**config.mk**
```make
export PLATFORM = sky130hd
export DESIGN_NAME = awc_div
export DESIGN_NICKNAME = d
export VERILOG_FILES = /design/src/hdl/awc_div.sv
export SDC_FILE = /design/constraint.sdc
export NUM_CORES = 2
export LEC_CHECK = 0
export ABC_AREA = 0
export BUFFER_PORTS_ARGS = -buffer_cell sky130_fd_sc_hd__buf_2
export CAP_MARGIN = 20
export CORE_UTILIZATION = 46
export CTS_BUF_LIST = sky130_fd_sc_hd__clkbuf_16
export DETAILED_ROUTE_END_ITERATION = 12
export HOLD_SLACK_MARGIN = 0.1
export SLEW_MARGIN = 20
export SYNTH_ARGS = -nofsm -noshare
export SYNTH_HDL_FRONTEND = slang
export SYNTH_SLANG_ARGS = --single-unit
```
**constraint.sdc**
```tcl
create_clock -name clk -period 5.8 [get_ports clk]
set_input_delay 1.16 -clock clk [delete_from_list [all_inputs] [get_ports clk]]
set_output_delay 1.16 -clock clk [all_outputs]
set_load 0.02 [all_outputs]
```
**src/hdl/awc_div.sv**
```systemverilog
`timescale 1ns / 1ps
// ============================================================================
// awc_div
// Pipelined restoring divider, two numerator lanes over one shared divisor,
// one quotient bit per stage.
// ============================================================================
module awc_div #(
    parameter int NUM_W = 39,
    parameter int DEN_W = 20,
    parameter int QUO_W = 19
) (
    input  logic              clk,
    input  logic              rst_n,
    input  logic              in_valid,
    input  logic [NUM_W-1:0]  in_num_a,
    input  logic [NUM_W-1:0]  in_num_b,
    input  logic [DEN_W-1:0]  in_den,
    output logic              out_valid,
    output logic [QUO_W-1:0]  out_quo_a,
    output logic [QUO_W-1:0]  out_quo_b
);

    localparam int CMP_W = NUM_W + DEN_W + QUO_W;

    logic [NUM_W-1:0] rem_a_reg [0:QUO_W-1];
    logic [NUM_W-1:0] rem_b_reg [0:QUO_W-1];
    logic [QUO_W-1:0] quo_a_reg [0:QUO_W-1];
    logic [QUO_W-1:0] quo_b_reg [0:QUO_W-1];
    logic [DEN_W-1:0] den_reg   [0:QUO_W-1];
    logic             vld_reg   [0:QUO_W-1];

    genvar i;
    generate
        for (i = 0; i < QUO_W; i++)
        begin : g_stage
            logic [NUM_W-1:0] ra_prev;
            logic [NUM_W-1:0] rb_prev;
            logic [QUO_W-1:0] qa_prev;
            logic [QUO_W-1:0] qb_prev;
            logic [DEN_W-1:0] d_prev;
            logic             v_prev;
            logic [CMP_W-1:0] dsh;
            logic             take_a;
            logic             take_b;

            // stage input select
            if (i == 0)
            begin : g_first
                assign ra_prev = in_num_a;
                assign rb_prev = in_num_b;
                assign qa_prev = '0;
                assign qb_prev = '0;
                assign d_prev  = in_den;
                assign v_prev  = in_valid;
            end
            else
            begin : g_rest
                assign ra_prev = rem_a_reg[i-1];
                assign rb_prev = rem_b_reg[i-1];
                assign qa_prev = quo_a_reg[i-1];
                assign qb_prev = quo_b_reg[i-1];
                assign d_prev  = den_reg[i-1];
                assign v_prev  = vld_reg[i-1];
            end

            // trial subtract of the shifted divisor
            always_comb
            begin
                dsh    = CMP_W'(d_prev) << (QUO_W - 1 - i);
                take_a = (CMP_W'(ra_prev) >= dsh);
                take_b = (CMP_W'(rb_prev) >= dsh);
            end

            // valid bit
            always_ff @(posedge clk or negedge rst_n)
            begin
                if (!rst_n)
                    vld_reg[i] <= 1'b0;
                else
                    vld_reg[i] <= v_prev;
            end

            // data
            always_ff @(posedge clk)
            begin
                rem_a_reg[i] <= take_a ? ra_prev - dsh[NUM_W-1:0] : ra_prev;
                rem_b_reg[i] <= take_b ? rb_prev - dsh[NUM_W-1:0] : rb_prev;
                quo_a_reg[i] <= {qa_prev[QUO_W-2:0], take_a};
                quo_b_reg[i] <= {qb_prev[QUO_W-2:0], take_b};
                den_reg[i]   <= d_prev;
            end
        end
    endgenerate

    assign out_valid = vld_reg[QUO_W-1];
    assign out_quo_a = quo_a_reg[QUO_W-1];
    assign out_quo_b = quo_b_reg[QUO_W-1];

endmodule
```
* Word-level counts from Yosys, hierarchy flattened *
Memory sizes are Yosys's and may differ from the RTL's.
Cells that the tools add are included.

operators by class
  add/sub/neg operators = 38
  $lt $le $gt $ge = 38
  mux-type cells = 38

operator list
  kind              count
  $mux 39           38
  $ge 39x20->1      2
  $ge 39x21->1      2
  $ge 39x22->1      2
  $ge 39x23->1      2
  $ge 39x24->1      2
  $ge 39x25->1      2
  $ge 39x26->1      2
  $ge 39x27->1      2
  $ge 39x28->1      2
  $ge 39x29->1      2
  $ge 39x30->1      2
  $ge 39x31->1      2
  $ge 39x32->1      2
  $ge 39x33->1      2
  $ge 39x34->1      2
  $ge 39x35->1      2
  $ge 39x36->1      2
  $ge 39x37->1      2
  $ge 39x38->1      2
  $sub 39x20->39    2
  $sub 39x21->39    2
  $sub 39x22->39    2
  $sub 39x23->39    2
  other kinds (15)  30

storage, ports and cells
  bits in registers = 19
  bits in writable memories = 2,584
  bits of input ports = 101
  output and inout bits = 39
  memories = 5

memory list
  memory     depth  width  read ports  clocked after Yosys merged registers in  write ports  RTL line  RTL
  rem_a_reg  19     39     18          0                                        19           25        logic [NUM_W-1:0] rem_a_reg [0:QUO_W-1];
  rem_b_reg  19     39     18          0                                        19           26        logic [NUM_W-1:0] rem_b_reg [0:QUO_W-1];
  den_reg    19     20     18          0                                        19           29        logic [DEN_W-1:0] den_reg [0:QUO_W-1];
  quo_a_reg  19     19     19          0                                        19           27        logic [QUO_W-1:0] quo_a_reg [0:QUO_W-1];
  quo_b_reg  19     19     19          0                                        19           28        logic [QUO_W-1:0] quo_b_reg [0:QUO_W-1];

* Depth between registers and ports, before layout *
An unclocked memory read counts as a cell.

  word-level depth = 3
  mapped depth = 14

* Least setup slack after synthesis *
No wires, ideal clock.

  kind = input port to flip-flop
  from = in in_num_b[18]
  to = mem rem_b_reg[0][38]
  setup time = 0.121 ns
  arrival = 3.465 ns
  setup slack = 2.215 ns
  stages on the path = 12
  buffers on the path = 0
  path through = inv_1 > ha_1 > fa_1 > nor2b_1 > o21ai_0 > a21boi_0 > nor3_1 > o21ai_0 > a31oi_1 > a211oi_1 > a31oi_1 > mux2_2

RTL lines
  element      RTL line  RTL
  from (decl)  16        input logic [NUM_W-1:0] in_num_b,
  to (decl)    26

==> flow_summary.toml <==
[routing]
drt_wl_total_mm = 298
postRouteAntennaNets = 0
drt_iter0_drc = 5900
drt-vias-per-instance = 5.53
wl_per_cell_microns = 22.2
drc = 0
detailed_route_via_count = 74289
detail_route.first_pass.iterations = 6

[setup_path]
critical_path_class = "reg2reg"
worstPathBufferInverterCount = 1
cell_at_the_slowest_stage_of_the_critical_path = "nor4_1"
crit_start = "den_reg[8][9]"
crit-reg2reg-launch = "den_reg[8][9]"
crit_path_cell_trace = "inv_1, ha_1, nand4b_1, nor4_1, nand4_1, a311o_1, a21oi_1, nand3_1, xnor2_1"
wp_data_arrival_ns = 4.91
timing.critical_path.fanout_max = 11
critPathTopFamily = "simple AND/OR/NAND/NOR gates"
setup.worst_path.start_class = "register"
critical_path_required_ns = 6.49
worstSetupEndpointType = "register"
highest_cell_delay_on_the_worst_timing_path_ns = 0.73

[clock_network]
htreeDepth = 4
post_cts_buffers = 0
cts_root_buffer = "clkbuf_16"
inserted_clock_buffers = 223
tritoncts_num_sinks = 2163
cts_hold_buf = 0
clock_tree_from_tritoncts = "yes"
clkLatencyLatePin_ns = 0.89
clkTransAtPathRegs_ns = 0.06
clk_path_buf_depth = 3
post_cts_resized = 0

[grt]
grt_max_degree = 44
grt_usage_pct = 27.6
first_global_vias = 72468
grt_first_pass_wirelength_mm = 445
initial_antenna_violation_count = 20
total_overflow_reported_by_the_global_router = 0

[floorplanning]
die_width_microns = 460
num_io_pins = 140
die_area_sq_um = 211000
floorplan.initialDensity_pct = 46.4
row_count = 167
design.core.area_sq_um = 207000
die_h_microns = 460

[status]
status = "complete, no violations"

[power_and_ir_drop]
internal_cell_power_mw = 39.8
switching_share_of_power_pct = 39.3
power.leakage_nw = 46.6
combinationalPowerShare_pct = 41.8
share_seq_of_total_power_pct = 35.9
power_mw = 65.5
clkPwrFrac_pct = 22.4
power_density_nw_per_um2 = 607
irDropWorstVdd_mv = 0.363
net-switching-power_mw = 25.7

[sta]
maxSlewViolCount = 0
worst-slew-pin-transition_ns = 1.21
fmax_ghz = 0.237
final_period_minus_worst_setup_slack_ns = 4.22
grt_setup_unrepaired = "false"
setup_viol = 0
clock_skew_ns = 0.0707
hold_viol_final = 0
slew_headroom_pct = 18.3
final.setup.tns_ns = 0
final_min_period_over_clock_period_pct = 72.8

[synthesis]
yosys.cell_types.count = 103
postSynth.topFlopCell = "dfxtp_1"
synth-async-reset-ratio_pct = 0.878
synthesis.nets = 11118
post-synth-top-count-cell = "dfxtp_1"
yosys_warnings = 0
synth_top_area_cell = "dfxtp_1"
netlist_instances = 10221
synthTopCellsByArea = "dfxtp_1 45%, ha_1 9.9%, xnor2_1 4.2%, a21oi_1 4.0%, xor2_1 3.8%"
ys_seq_elements = 2163
synth_edf_count = 0
synth.cells.most_frequent = "2,144 x dfxtp_1, 787 x nand2_1, 760 x a21oi_1, 760 x ha_1, 720 x nor2_1"
synth.top_cell.area_share_pct = 44.6
post_syn_area_sq_um = 96300
post_synth.cell_area_avg_sq_um = 9.42
synth-seq-area-share_pct = 45.1

[place]
numPortBuffers = 139
gp_routability_congestion = 0.946
hpwl_mm = 244

[cells_and_area]
fill_cells = 19064
post_route_cells_drive_above_1_share_pct = 7.51
layout.nets = 11333
area_delta_synth_final_pct = 12.1

[flow_run]
maxCapViolations = 0

[hold_path]
holdCritPathClass = "in2async"
## area by class of cell
class,count,area (sq um),area share [%]
diodes,19,47.5,0.0440
clock buffers,224,5610,5.19
clock inverters,191,2080,1.92
inverters,632,2370,2.20
multi-input cells,7233,49900,46.2
flip-flops and latches,2163,43400,40.2
well taps,2788,3490,3.23
repair buffers,183,1050,0.976
## layout by cell type (no fill, tap or decap), types with 127 or more instances in the layout
master	netlist	routed
clkbuf_16	0	224
nor4_1	173	173
mux2_2	147	147
xnor2_1	467	467
nand4_1	127	127
dfxtp_1	2144	2144
o21ai_0	641	640
nor3_1	222	220
xor2_1	413	413
nand3_1	162	162
ha_1	760	760
nand2_1	787	787
a21o_1	319	319
a21oi_1	760	758
inv_1	626	656
buf_2	19	139
nor2_1	720	718
## worst paths after layout
kind,end,slack (ns),cells after the start
max,rem_a_reg[9][37],1.58,9
min,g_stage[17].v_prev,0.20,1
max reg2reg,rem_a_reg[9][37],1.58,9
min reg2reg,quo_b_reg[18][10],0.30,0
max in group asynchronous,g_stage[2].v_prev,5.32,1
min in group clk,quo_b_reg[18][10],0.30,0
## through the flow
stage	hold slack [ns]	area, sq um	setup WS [ns]	util (%)	cells
after floorplan	0.310	96300	2.21	-	10221
after global placement	0.310	100000	1.39	48.3	12997
after detailed placement	0.312	100000	1.26	48.3	12997
after CTS	0.129	108000	1.62	52.0	13412
after global routing	0.188	108000	1.51	52.0	13426
final	0.195	108000	1.58	52.0	13433
## power groups by stage
stage	clock, mW	combinational [mW]	sequential, mW
floorplan	0	20.7	21.9
global placement	0	26.7	23.8
detailed placement	0	26.9	23.7
CTS	15.0	27.2	23.5
global route	15.6	30.3	23.9
finish	14.7	27.4	23.5
## worst register-to-register path: stages (launching register included)
cell and delay, ns:
dfxtp_1 0.33, inv_1 0.07, ha_1 0.46, nand4b_1 0.26, nor4_1 0.73, nand4_1 0.44
a311o_1 0.50, a21oi_1 0.62, nand3_1 0.18, xnor2_1 0.46
## kinds of logic after synthesis
family                   Yosys count  share of synthesized area [%]
buffers and inverters            825                           3.26
adder cells (fa/ha/maj)          796                           10.6
AO/OA/AOI/OAI                   2488                           16.2
multiplexers                     161                           1.87
flip-flops                      2163                           45.1
AND/OR/NAND/NOR                 2908                           15.0
XOR/XNOR                         880                           8.00
## layer usage
layer	up-vias	global-route usage, %	routed length (microns)
li1	36568	-	-
met1	35134	34.4	127000
met2	2070	46.8	140000
met3	511	4.32	15700
met4	6	12.8	15000
met5	-	0	36
Power figures use the tool's default switching activity.
