## src/hdl/awc_sqrt.sv

```systemverilog
`timescale 1ns / 1ps
// ============================================================================
// awc_sqrt
// Pipelined integer floor square root, one result bit per stage.
// ============================================================================
module awc_sqrt #(
    parameter int OP_W = 40
) (
    input  logic                clk,
    input  logic                rst_n,
    input  logic                in_valid,
    input  logic [OP_W-1:0]     in_op,
    output logic                out_valid,
    output logic [OP_W/2-1:0]   out_root
);

    localparam int RW = OP_W / 2;

    logic [RW+1:0]   rem_reg  [0:RW-1];
    logic [RW-1:0]   root_reg [0:RW-1];
    logic [OP_W-1:0] op_reg   [0:RW-1];
    logic            vld_reg  [0:RW-1];

    genvar i;
    generate
        for (i = 0; i < RW; i++)
        begin : g_stage
            logic [RW+1:0]   rem_prev;
            logic [RW-1:0]   root_prev;
            logic [OP_W-1:0] op_prev;
            logic            vld_prev;
            logic [RW+1:0]   rem_sh;
            logic [RW+1:0]   trial;
            logic [RW+1:0]   rem_next;
            logic [RW-1:0]   root_next;

            // stage input select
            if (i == 0)
            begin : g_first
                assign rem_prev  = '0;
                assign root_prev = '0;
                assign op_prev   = in_op;
                assign vld_prev  = in_valid;
            end
            else
            begin : g_rest
                assign rem_prev  = rem_reg[i-1];
                assign root_prev = root_reg[i-1];
                assign op_prev   = op_reg[i-1];
                assign vld_prev  = vld_reg[i-1];
            end

            // one root bit
            always_comb
            begin
                rem_sh = {rem_prev[RW-1:0], op_prev[OP_W-1:OP_W-2]};
                trial  = {root_prev, 2'b01};
                if (rem_sh >= trial)
                begin
                    rem_next  = rem_sh - trial;
                    root_next = {root_prev[RW-2:0], 1'b1};
                end
                else
                begin
                    rem_next  = rem_sh;
                    root_next = {root_prev[RW-2:0], 1'b0};
                end
            end

            // valid bit
            always_ff @(posedge clk or negedge rst_n)
            begin
                if (!rst_n)
                    vld_reg[i] <= 1'b0;
                else
                    vld_reg[i] <= vld_prev;
            end

            // data
            always_ff @(posedge clk)
            begin
                rem_reg[i]  <= rem_next;
                root_reg[i] <= root_next;
                op_reg[i]   <= op_prev << 2;
            end
        end
    endgenerate

    assign out_valid = vld_reg[RW-1];
    assign out_root  = root_reg[RW-1];

endmodule

```

## config.mk

```make
export PLATFORM = sky130hd
export DESIGN_NAME = awc_sqrt
export DESIGN_NICKNAME = d
export VERILOG_FILES = /design/src/hdl/awc_sqrt.sv
export SDC_FILE = /design/constraint.sdc
export NUM_CORES = 1
export LEC_CHECK = 0
export ABC_AREA = 1
export BUFFER_PORTS_ARGS = -buffer_cell sky130_fd_sc_hd__buf_2
export CORE_UTILIZATION = 60
export DETAILED_ROUTE_END_ITERATION = 12
export GPL_TIMING_DRIVEN = 0
export PLACE_DENSITY = 0.75
export SLEW_MARGIN = 10
export SYNTH_ARGS = -nofsm -noshare
export SYNTH_HDL_FRONTEND = slang
export SYNTH_SLANG_ARGS = --single-unit
export TNS_END_PERCENT = 5
```

## constraint.sdc

```tcl
create_clock -name clk -period 2.4 [get_ports clk]
set_input_delay 0.6 -clock clk [delete_from_list [all_inputs] [get_ports clk]]
set_output_delay 0.6 -clock clk [all_outputs]
set_load 0.02 [all_outputs]
```

[Word level (Yosys, flattened, before mapping)]
Memory sizes are Yosys's and may differ from the RTL's.
Index checks and enable logic that the tools add are counted.
Widths: inputs -> output; s select.
Operators by class
  multiplexer cells: 40
  add/subtract/negate cells: 20
  order comparisons: 20
Operators with widths (count)
  $mux 22: 20
  $ge 22x22->1: 19
  $sub 22x22->22: 19
  $mux 1: 20
  $sub 2x1->3 const B: 1
  $ge 2x1->1 const B: 1
Storage, ports and cells
  word-level logic and storage cells: 103
  memories: 3
  output and inout port bits: 21
  register bits after elaboration: 20
  memory bits (writable): 1600
Memory list
  op_reg: words 20, bits a word 38, rd ports 19, clocked after memory_dff 0, wr ports 20, RTL line 21  | logic [OP_W-1:0] op_reg [0:RW-1];
  rem_reg: words 20, bits a word 22, rd ports 19, clocked after memory_dff 0, wr ports 20, RTL line 19  | logic [RW+1:0] rem_reg [0:RW-1];
  root_reg: words 20, bits a word 20, rd ports 20, clocked after memory_dff 0, wr ports 20, RTL line 20  | logic [RW-1:0] root_reg [0:RW-1];

[Longest topological paths before layout]
Gate-level depths: netlist of run 1.
An unclocked memory read counts as a cell.
  word-level depth: 3
  gate-level depth with buffers: 15
  depth with buffers taken out: 14

[Least setup slack after synthesis of run 1]
Ideal clock, no wire load.
  kind: reg-to-reg
  start point: memory root_reg[1][40] in the netlist's numbering
  end point: memory rem_reg[3][28] in the netlist's numbering
  setup slack: 0.635 ns
  buffers on the path: 3
  stages on the path, launching flop included: 14
  period minus slack after synthesis: 1.765 ns
  required time: 2.288 ns
  arrival: 1.653 ns
  cells stage by stage: dfxtp_1 > inv_1 > ha_1 > buf_2 > nand2_1 > o21ai_2 > nand2_1 > nand2_2 > nand2_1 > and3_1 > buf_6 > buf_12 > nand2_1 > nand2_1
RTL lines (RTL line)
  start: declaration: 20
  end: declaration: 19

==> impl_metrics.py, run 1 <==
metrics = {
    "synth": {
        "area_share_of_and_or_nand_nor_cells_after_synthesis": 0.2699,
        "async_flop_share": 0.02068,
        "synth-warning-count": 0,
        "synth-edff-count": 0,
        "postSynth.topFlopCell": "dfxtp_1",
        "post_synthesis_sequential_area_ratio": 0.4828,
        "combinational_family_with_the_most_area_after_synthesis": "simple AND/OR/NAND/NOR gates",
        "multiplexer_share_of_the_synthesized_area": 0,
        "synth_area_sq_um": 40310,
        "synth_compound_area_frac": 0.05541,
        "syn_nets": 5520,
        "synth_xor_xnor_area_share": 0.03520,
        "postSynthCellCount": 5246,
        "synth.ff_latch_count": 967,
        "synthesis.area_per_instance_sq_um": 7.683,
        "yosys.area_share.adder": 0.07171,
        "yosys_cell_types": 50,
    },
    "min_path": {
        "hold_path.class": "in -> reg",
        "min_delay_path_depth": 1,
    },
    "route": {
        "detail_route.vias_per_cell": 5.014,
        "drtAntennaViolNets": 0,
        "drc_errors": 1,
        "drt_pre_antenna_iters": 12,
        "drt-wirelength-per-cell_um": 14.27,
        "routed_wl_mm": 90.51,
        "detail_route.iter0.violations": 2361,
        "routed-via-count": 31796,
    },
    "placed_design": {
        "detailedPlacementHpwl_mm": 69.48,
        "dpl.cell_count": 6173,
        "gp_routability_congestion": 0.9401,
        "placed_area_sq_um": 41700,
        "post-place-ws_ps": 107.0,
        "io_buffer_count": 63,
    },
    "cells_and_area": {
        "layout.filler_cells": 5525,
        "max_reg_flops": 380,
        "finalInstanceArea_sq_um": 45020,
        "finalNetCount": 5679,
        "mostFrequentLayoutCells": "nand2_1, dfxtp_1, inv_1",
        "synthToLayoutAreaGrowth_pct": 11.68,
        "antennaDiodeCount": 0,
        "non_filler_instances": 6342,
        "final_common_cell": "nand2_1",
        "final_layout_size_suffix_gt1_frac": 0.06773,
        "final_core_utilization": 0.6810,
    },
    "timing": {
        "finalWorstSetupSlack_ps": 121.5,
        "final-hold-violation-count": 0,
        "slew_headroom": 0.6306,
        "fmaxAchievable_mhz": 438.9,
        "holdWs_ps": 51.24,
        "setup_viol": 0,
        "period_needed_ps": 2278,
        "min_period_over_period": 0.9494,
        "pins_over_slew_limit": 0,
        "final_setup_skew_ps": 28.45,
        "worst_slew_pin_slew_ps": 550.7,
        "unrepaired_setup_endpoints_after_global_routing": "false",
        "totalNegativeSetupSlack_ps": 0,
    },
    "floorplanning": {
        "rows": 94,
        "core_ar_sq_um": 66100,
        "die_h_um": 261.2,
        "dieArea_sq_um": 68220,
        "io_pins": 64,
        "starting_utilization_of_the_core_area": 0.6098,
        "chipWidth_um": 261.2,
    },
    "global_routing": {
        "grt_max_degree": 21,
        "via_count_of_the_first_global_routing_pass": 29845,
        "antenna_violations_before_repair": 1,
        "gr-total-overflow": 0,
        "grt_first_pass_wirelength_mm": 144.9,
        "grt_usage": 0.2641,
    },
    "outcome": {
        "outcome": "finished, violations left",
        "failed_checks": "design-rule violations",
    },
    "critical_path": {
        "rr_endpoint": "rem_reg[4][3]",
        "cp_slowest_cell": "dfxtp_1",
        "worst_setup_path_startpoint": "root_reg[1][63]",
        "r2r_start": "root_reg[1][63]",
        "worst-setup-path-type": "reg -> reg",
        "worst_ep_required_time_ps": 2900,
        "worstPathCellList": "inv_1 -> ha_1 -> a21oi_1 -> nand3_1 -> nand2_1 -> nand4_2 -> inv_2 -> buf_2 -> o21ai_0",
        "critical_path.max_fanout": 10,
        "end_kind": "flip-flop",
        "critical_path_destination": "rem_reg[4][3]",
        "worst_ep_arrival_time_ps": 2780,
        "worst_r2r_path_depth": 9,
        "setup.reg_to_reg.worst_slack_ps": 120,
        "timing.critical_path.from_type": "flip-flop",
        "slowest_delay_ps": 370,
    },
    "clock_network": {
        "cts_setup_buffers": 0,
        "htreeDepth": 3,
        "cts_tree": "yes",
        "clk_root_buffer_cell": "clkbuf_16",
        "clk-insertion-delay-late_ps": 640,
        "cts_made_buffers": 93,
        "cts.clk_slew.worst_paths_ps": 60,
        "cts.sink_count": 967,
        "longest_clk_path_bufs": 3,
    },
    "power_and_ir_drop": {
        "sw_frac_of_total": 0.3334,
        "power.internal_mw": 32.78,
        "power.combinational.fraction": 0.261,
        "vdd_drop_max_v": 0.0007624,
        "p_leak_nw": 24.10,
        "switching_power_mw": 16.40,
        "total_power_mw": 49.17,
        "pwr_density_cell_nw_per_um2": 1092,
        "power.clock.fraction": 0.313,
        "relative_contribution_of_sequential_cells_to_total_power": 0.426,
    },
    "job": {
        "max-cap-violations": 0,
    },
}
==> kinds of logic after synthesis <==
| kind of cell | after synthesis |
|---|---|
| DFF | 967 |
| AOI/OAI and AO/OA | 402 |
| buffers and inverters | 853 |
| adders and majority gates | 231 |
| xor gates and xnor gates | 162 |
| other | 1 |
| and+or+nand+nor | 2630 |
==> worst min path at each step <==
stage | slack (ps) | to | startpoint
floorplan | 300 | g_stage[10].vld_prev | rst_n
global placement | 310 | op_reg[4][32] | op_reg[3][68]
detailed placement | 310 | op_reg[2][22] | op_reg[1][58]
CTS | 10 | op_reg[0][36] | in_op[36]
global route | 20 | op_reg[0][28] | in_op[28]
finish | 50 | op_reg[0][11] | in_op[11]
==> worst max-delay path: cells and delay by family (launching register included) <==
kind	cells	cell delay, ps
AOI/OAI and AO/OA	2	350
and+or+nand+nor	3	610
buffers and inverters	3	480
DFF	1	370
adders and majority gates	1	330
==> timing repair <==
item	in CTS	in global routing
resized for setup	0	7
hold buffers	1	0
endpoints found under the hold margin	20	0
endpoints found under the setup margin	0	18
==> power by group through the flow <==
stage	logic (mW)	clock network, mW	registers, mW
CTS	12.7	15.7	21.0
global placement	12.4	0	21.3
global route	14.6	16.3	21.2
floorplan	9.72	0	20.5
detailed placement	12.6	0	21.3
finish	12.8	15.4	21.0
==> layer usage <==
| metal | up-vias | GRT usage | routed length (um) |
|---|---|---|---|
| met5 | - | 0 | 0 |
| met2 | 838 | 0.4496 | 42710 |
| met3 | 182 | 0.03871 | 4713 |
| met1 | 14185 | 0.3427 | 40460 |
| met4 | 0 | 0.08834 | 2631 |
| li1 | 16591 | - | - |
==> cell usage after synthesis, types with 12 or more instances <==
cell type	n	area [sq um]
inv_1	794	2980
buf_6	18	202.7
o21ai_2	16	140.1
nor2_1	435	1633
dfrtp_1	20	500.5
a21oi_2	19	166.4
o21bai_1	13	97.59
xor2_1	96	840.8
nand2_2	20	125.1
o21ai_0	97	485.5
dfxtp_1	947	18960
nor3_1	49	245.2
nand2_1	1679	6302
o21ai_1	33	165.2
buf_4	12	90.09
inv_2	16	60.06
nand3_1	289	1446
a21oi_1	210	1051
nand4_1	58	362.9
ha_1	231	2890
nand3b_1	51	382.9
nor2_2	14	87.58
xnor2_1	66	578.1
==> layout make-up <==
type | count | area, sq um | area share
plain buffers | 42 | 376.6 | 0.008366
clock buffers | 113 | 2525 | 0.05609
clock inverters | 55 | 759.5 | 0.01687
inverters | 811 | 3052 | 0.06779
multi-input cells | 3426 | 17440 | 0.3874
flip-flops and latches | 967 | 19460 | 0.4323
well taps | 864 | 1081 | 0.02401
repair buffers | 64 | 325.3 | 0.007227
Power figures use the tool's default switching activity.
==> inputs of run 2 (changes only) <==
- ABC_AREA: 1 -> unset
==> run 2 against run 1 <==
Net effect:
- the run ends with negative setup slack left
- final cell count shrank 30%
- sequential cell count is the same
- total power shrank 5.4%
- setup slack lost 300 ps
- register-to-register slack lost 300 ps
- routed wire length shrank 15%
- largest power group unchanged
==> impl_metrics.py, run 2 <==
metrics = {
    "synth": {
        "synth-warning-count": 0,
        "synth.ff_latch_count": 967,
        "yosys_cell_types": 82,
        "post_synthesis_sequential_area_ratio": 0.5544,
        "postSynth.topFlopCell": "dfxtp_1",
        "syn_nets": 3652,
        "synthesis.area_per_instance_sq_um": 10.39,
        "yosysTopAreaCellShare": 0.5401,
        "synthDominantAreaCellType": "dfxtp_1",
        "synth-edff-count": 0,
        "most_frequently_used_cell_type_in_the_post_synthesis_netlist": "dfxtp_1",
        "postSynthCellCount": 3378,
        "async_flop_share": 0.02068,
        "synth_area_sq_um": 35100,
        "synth.top_cells.by_count": "dfxtp_1, inv_1, ha_1",
        "post_synth_main_area_contributors": "dfxtp_1, ha_1, xnor2_1",
    },
    "floorplanning": {
        "rows": 88,
        "die_h_um": 243.9,
        "chipWidth_um": 243.9,
        "io_pins": 64,
        "starting_utilization_of_the_core_area": 0.6084,
        "dieArea_sq_um": 59470,
        "core_ar_sq_um": 57700,
    },
    "cells_and_area": {
        "final_layout_size_suffix_gt1_frac": 0.2040,
        "final_core_utilization": 0.7389,
        "max_reg_flops": 380,
        "final_common_cell": "dfxtp_1",
        "synthToLayoutAreaGrowth_pct": 21.46,
        "mostFrequentLayoutCells": "dfxtp_1, inv_1, nand2_1",
        "finalNetCount": 3874,
        "antennaDiodeCount": 0,
    },
    "timing": {
        "fmaxAchievable_mhz": 387.7,
        "finalWorstSetupSlack_ps": -179.5,
        "worst_slew_pin_slew_ps": 767.5,
        "slew_headroom": 0.4872,
        "totalNegativeSetupSlack_ps": -5838,
        "unrepaired_setup_endpoints_after_global_routing": "true",
        "setup_viol": 87,
        "period_needed_ps": 2580,
        "pins_over_slew_limit": 0,
        "final_setup_skew_ps": 54.51,
        "min_period_over_period": 1.075,
        "final-hold-violation-count": 0,
    },
    "global_routing": {
        "grt_use_met1": 0.3203,
        "via_count_of_the_first_global_routing_pass": 24711,
        "gr-total-overflow": 0,
        "gr-usage-met3": 0.03900,
        "grt-busiest-layer": "met2",
        "grt_first_pass_wirelength_mm": 122.0,
        "grt_max_degree": 21,
        "antenna_violations_before_repair": 0,
        "grtUsageMet2": 0.4350,
        "grt_usage": 0.2508,
    },
    "clock_network": {
        "cts_made_buffers": 91,
        "htreeDepth": 3,
        "cts.clk_slew.worst_paths_ps": 60,
        "clk_root_buffer_cell": "clkbuf_16",
        "cts_tree": "yes",
        "clk-insertion-delay-late_ps": 660,
        "longest_clk_path_bufs": 3,
        "cts.sink_count": 967,
    },
    "min_path": {
        "min_delay_path_depth": 1,
        "hold_path.class": "in -> reg",
    },
    "critical_path": {
        "critical_path.max_fanout": 4,
        "worst-setup-path-type": "reg -> reg",
        "worst_r2r_path_depth": 7,
        "end_kind": "flip-flop",
        "worst_ep_required_time_ps": 2920,
        "worst_ep_arrival_time_ps": 3100,
        "timing.critical_path.from_type": "flip-flop",
    },
    "outcome": {
        "failed_checks": "negative setup slack",
        "outcome": "finished, violations left",
    },
    "placed_design": {
        "io_buffer_count": 63,
        "post-place-ws_ps": -1055,
        "gp_routability_congestion": 0.9064,
        "detailedPlacementHpwl_mm": 51.98,
    },
    "route": {
        "routed-via-count": 24862,
        "drc_errors": 0,
        "drt-wirelength-per-cell_um": 17.37,
        "drtAntennaViolNets": 0,
        "routed_wl_mm": 77.12,
        "detail_route.iter0.violations": 1496,
        "drt_pre_antenna_iters": 6,
        "detail_route.vias_per_cell": 5.598,
    },
    "power_and_ir_drop": {
        "p_leak_nw": 19.34,
        "pwr_density_cell_nw_per_um2": 1091,
        "vdd_drop_max_v": 0.0008613,
    },
    "job": {
        "max-cap-violations": 0,
    },
}
## run 2: final timing paths
path / startpoint / to / slack [ps]
setup reg to reg: rem_reg[1][4] / rem_reg[1][34] / -180
hold reg to reg: op_reg[6][64] / op_reg[7][28] / 320
min in group asynchronous: rst_n / g_stage[1].vld_prev / 410
hold / removal: in_op[2] / op_reg[0][2] / 40
max in group asynchronous: rst_n / out_valid / 1680
setup / recovery: rem_reg[1][4] / rem_reg[1][34] / -180
## run 2: power by group
part	internal, mW	total, mW	switching [mW]	leakage, nW
combinational	5.30	10.8	5.45	9.67
clock	8.47	14.8	6.30	1.53
sequential	18.8	21.0	2.13	8.15
total	32.6	46.5	13.9	19.3
## run 2: what timing repair did
item	4_1_cts	5_1_grt
pin swaps	49	64
hold endpoints to repair	27	1
endpoints found under the setup margin	304	326
cloned	2	5
resized for setup	310	307
hold buffers	8	1
buffers inserted	36	30
## run 2: layer usage
layer,up-vias,wire [um],part of all wire
li1,12103,-,-
met1,11920,33890,0.44
met2,649,37960,0.49
met5,-,0,0
met3,190,3275,0.042
met4,0,1994,0.026
## run 2: cell families after synthesis
kind of cell    Yosys count  synth area share
flops                   967            0.5544
simple gates            817            0.1153
compound gates          695            0.1273
buf+inv                 350           0.03782
xor+xnor                261           0.06512
fa+ha+maj               231           0.08234
mux                      56           0.01768
other cells               1         0.0001068
## run 2: final cells by class
type | instances | area [sq um]
sequential | 967 | 19520
multi-input combinational | 2061 | 16330
fill | 3873 | 15060
clock buffer | 117 | 2535
inverter | 292 | 1100
timing repair buffer | 144 | 1054
tap | 765 | 957.2
clock inverter | 52 | 658.1
buffer | 43 | 485.5
## run 2: metrics by stage
step | power, mW | instance area [sq um] | cells | hold WS, ps
final | 46.49 | 42630 | 4441 | 35.57
after CTS | 45.36 | 41230 | 4410 | 0.3076
after detailed placement | 29.38 | 36390 | 4206 | 312.1
after floorplan | 26.99 | 35120 | 3378 | 304.4
after global placement | 29.03 | 36390 | 4206 | 310.5
after global routing | 48.77 | 42630 | 4441 | 0.5938
## run 2: critical path, cell delays in order (launching register included)
cell,delay (ps)
dfxtp_2,340
or4_4,560
or4_4,450
or3_4,370
or2_4,290
nor3_4,160
a2111oi_1,100
xor2_1,190
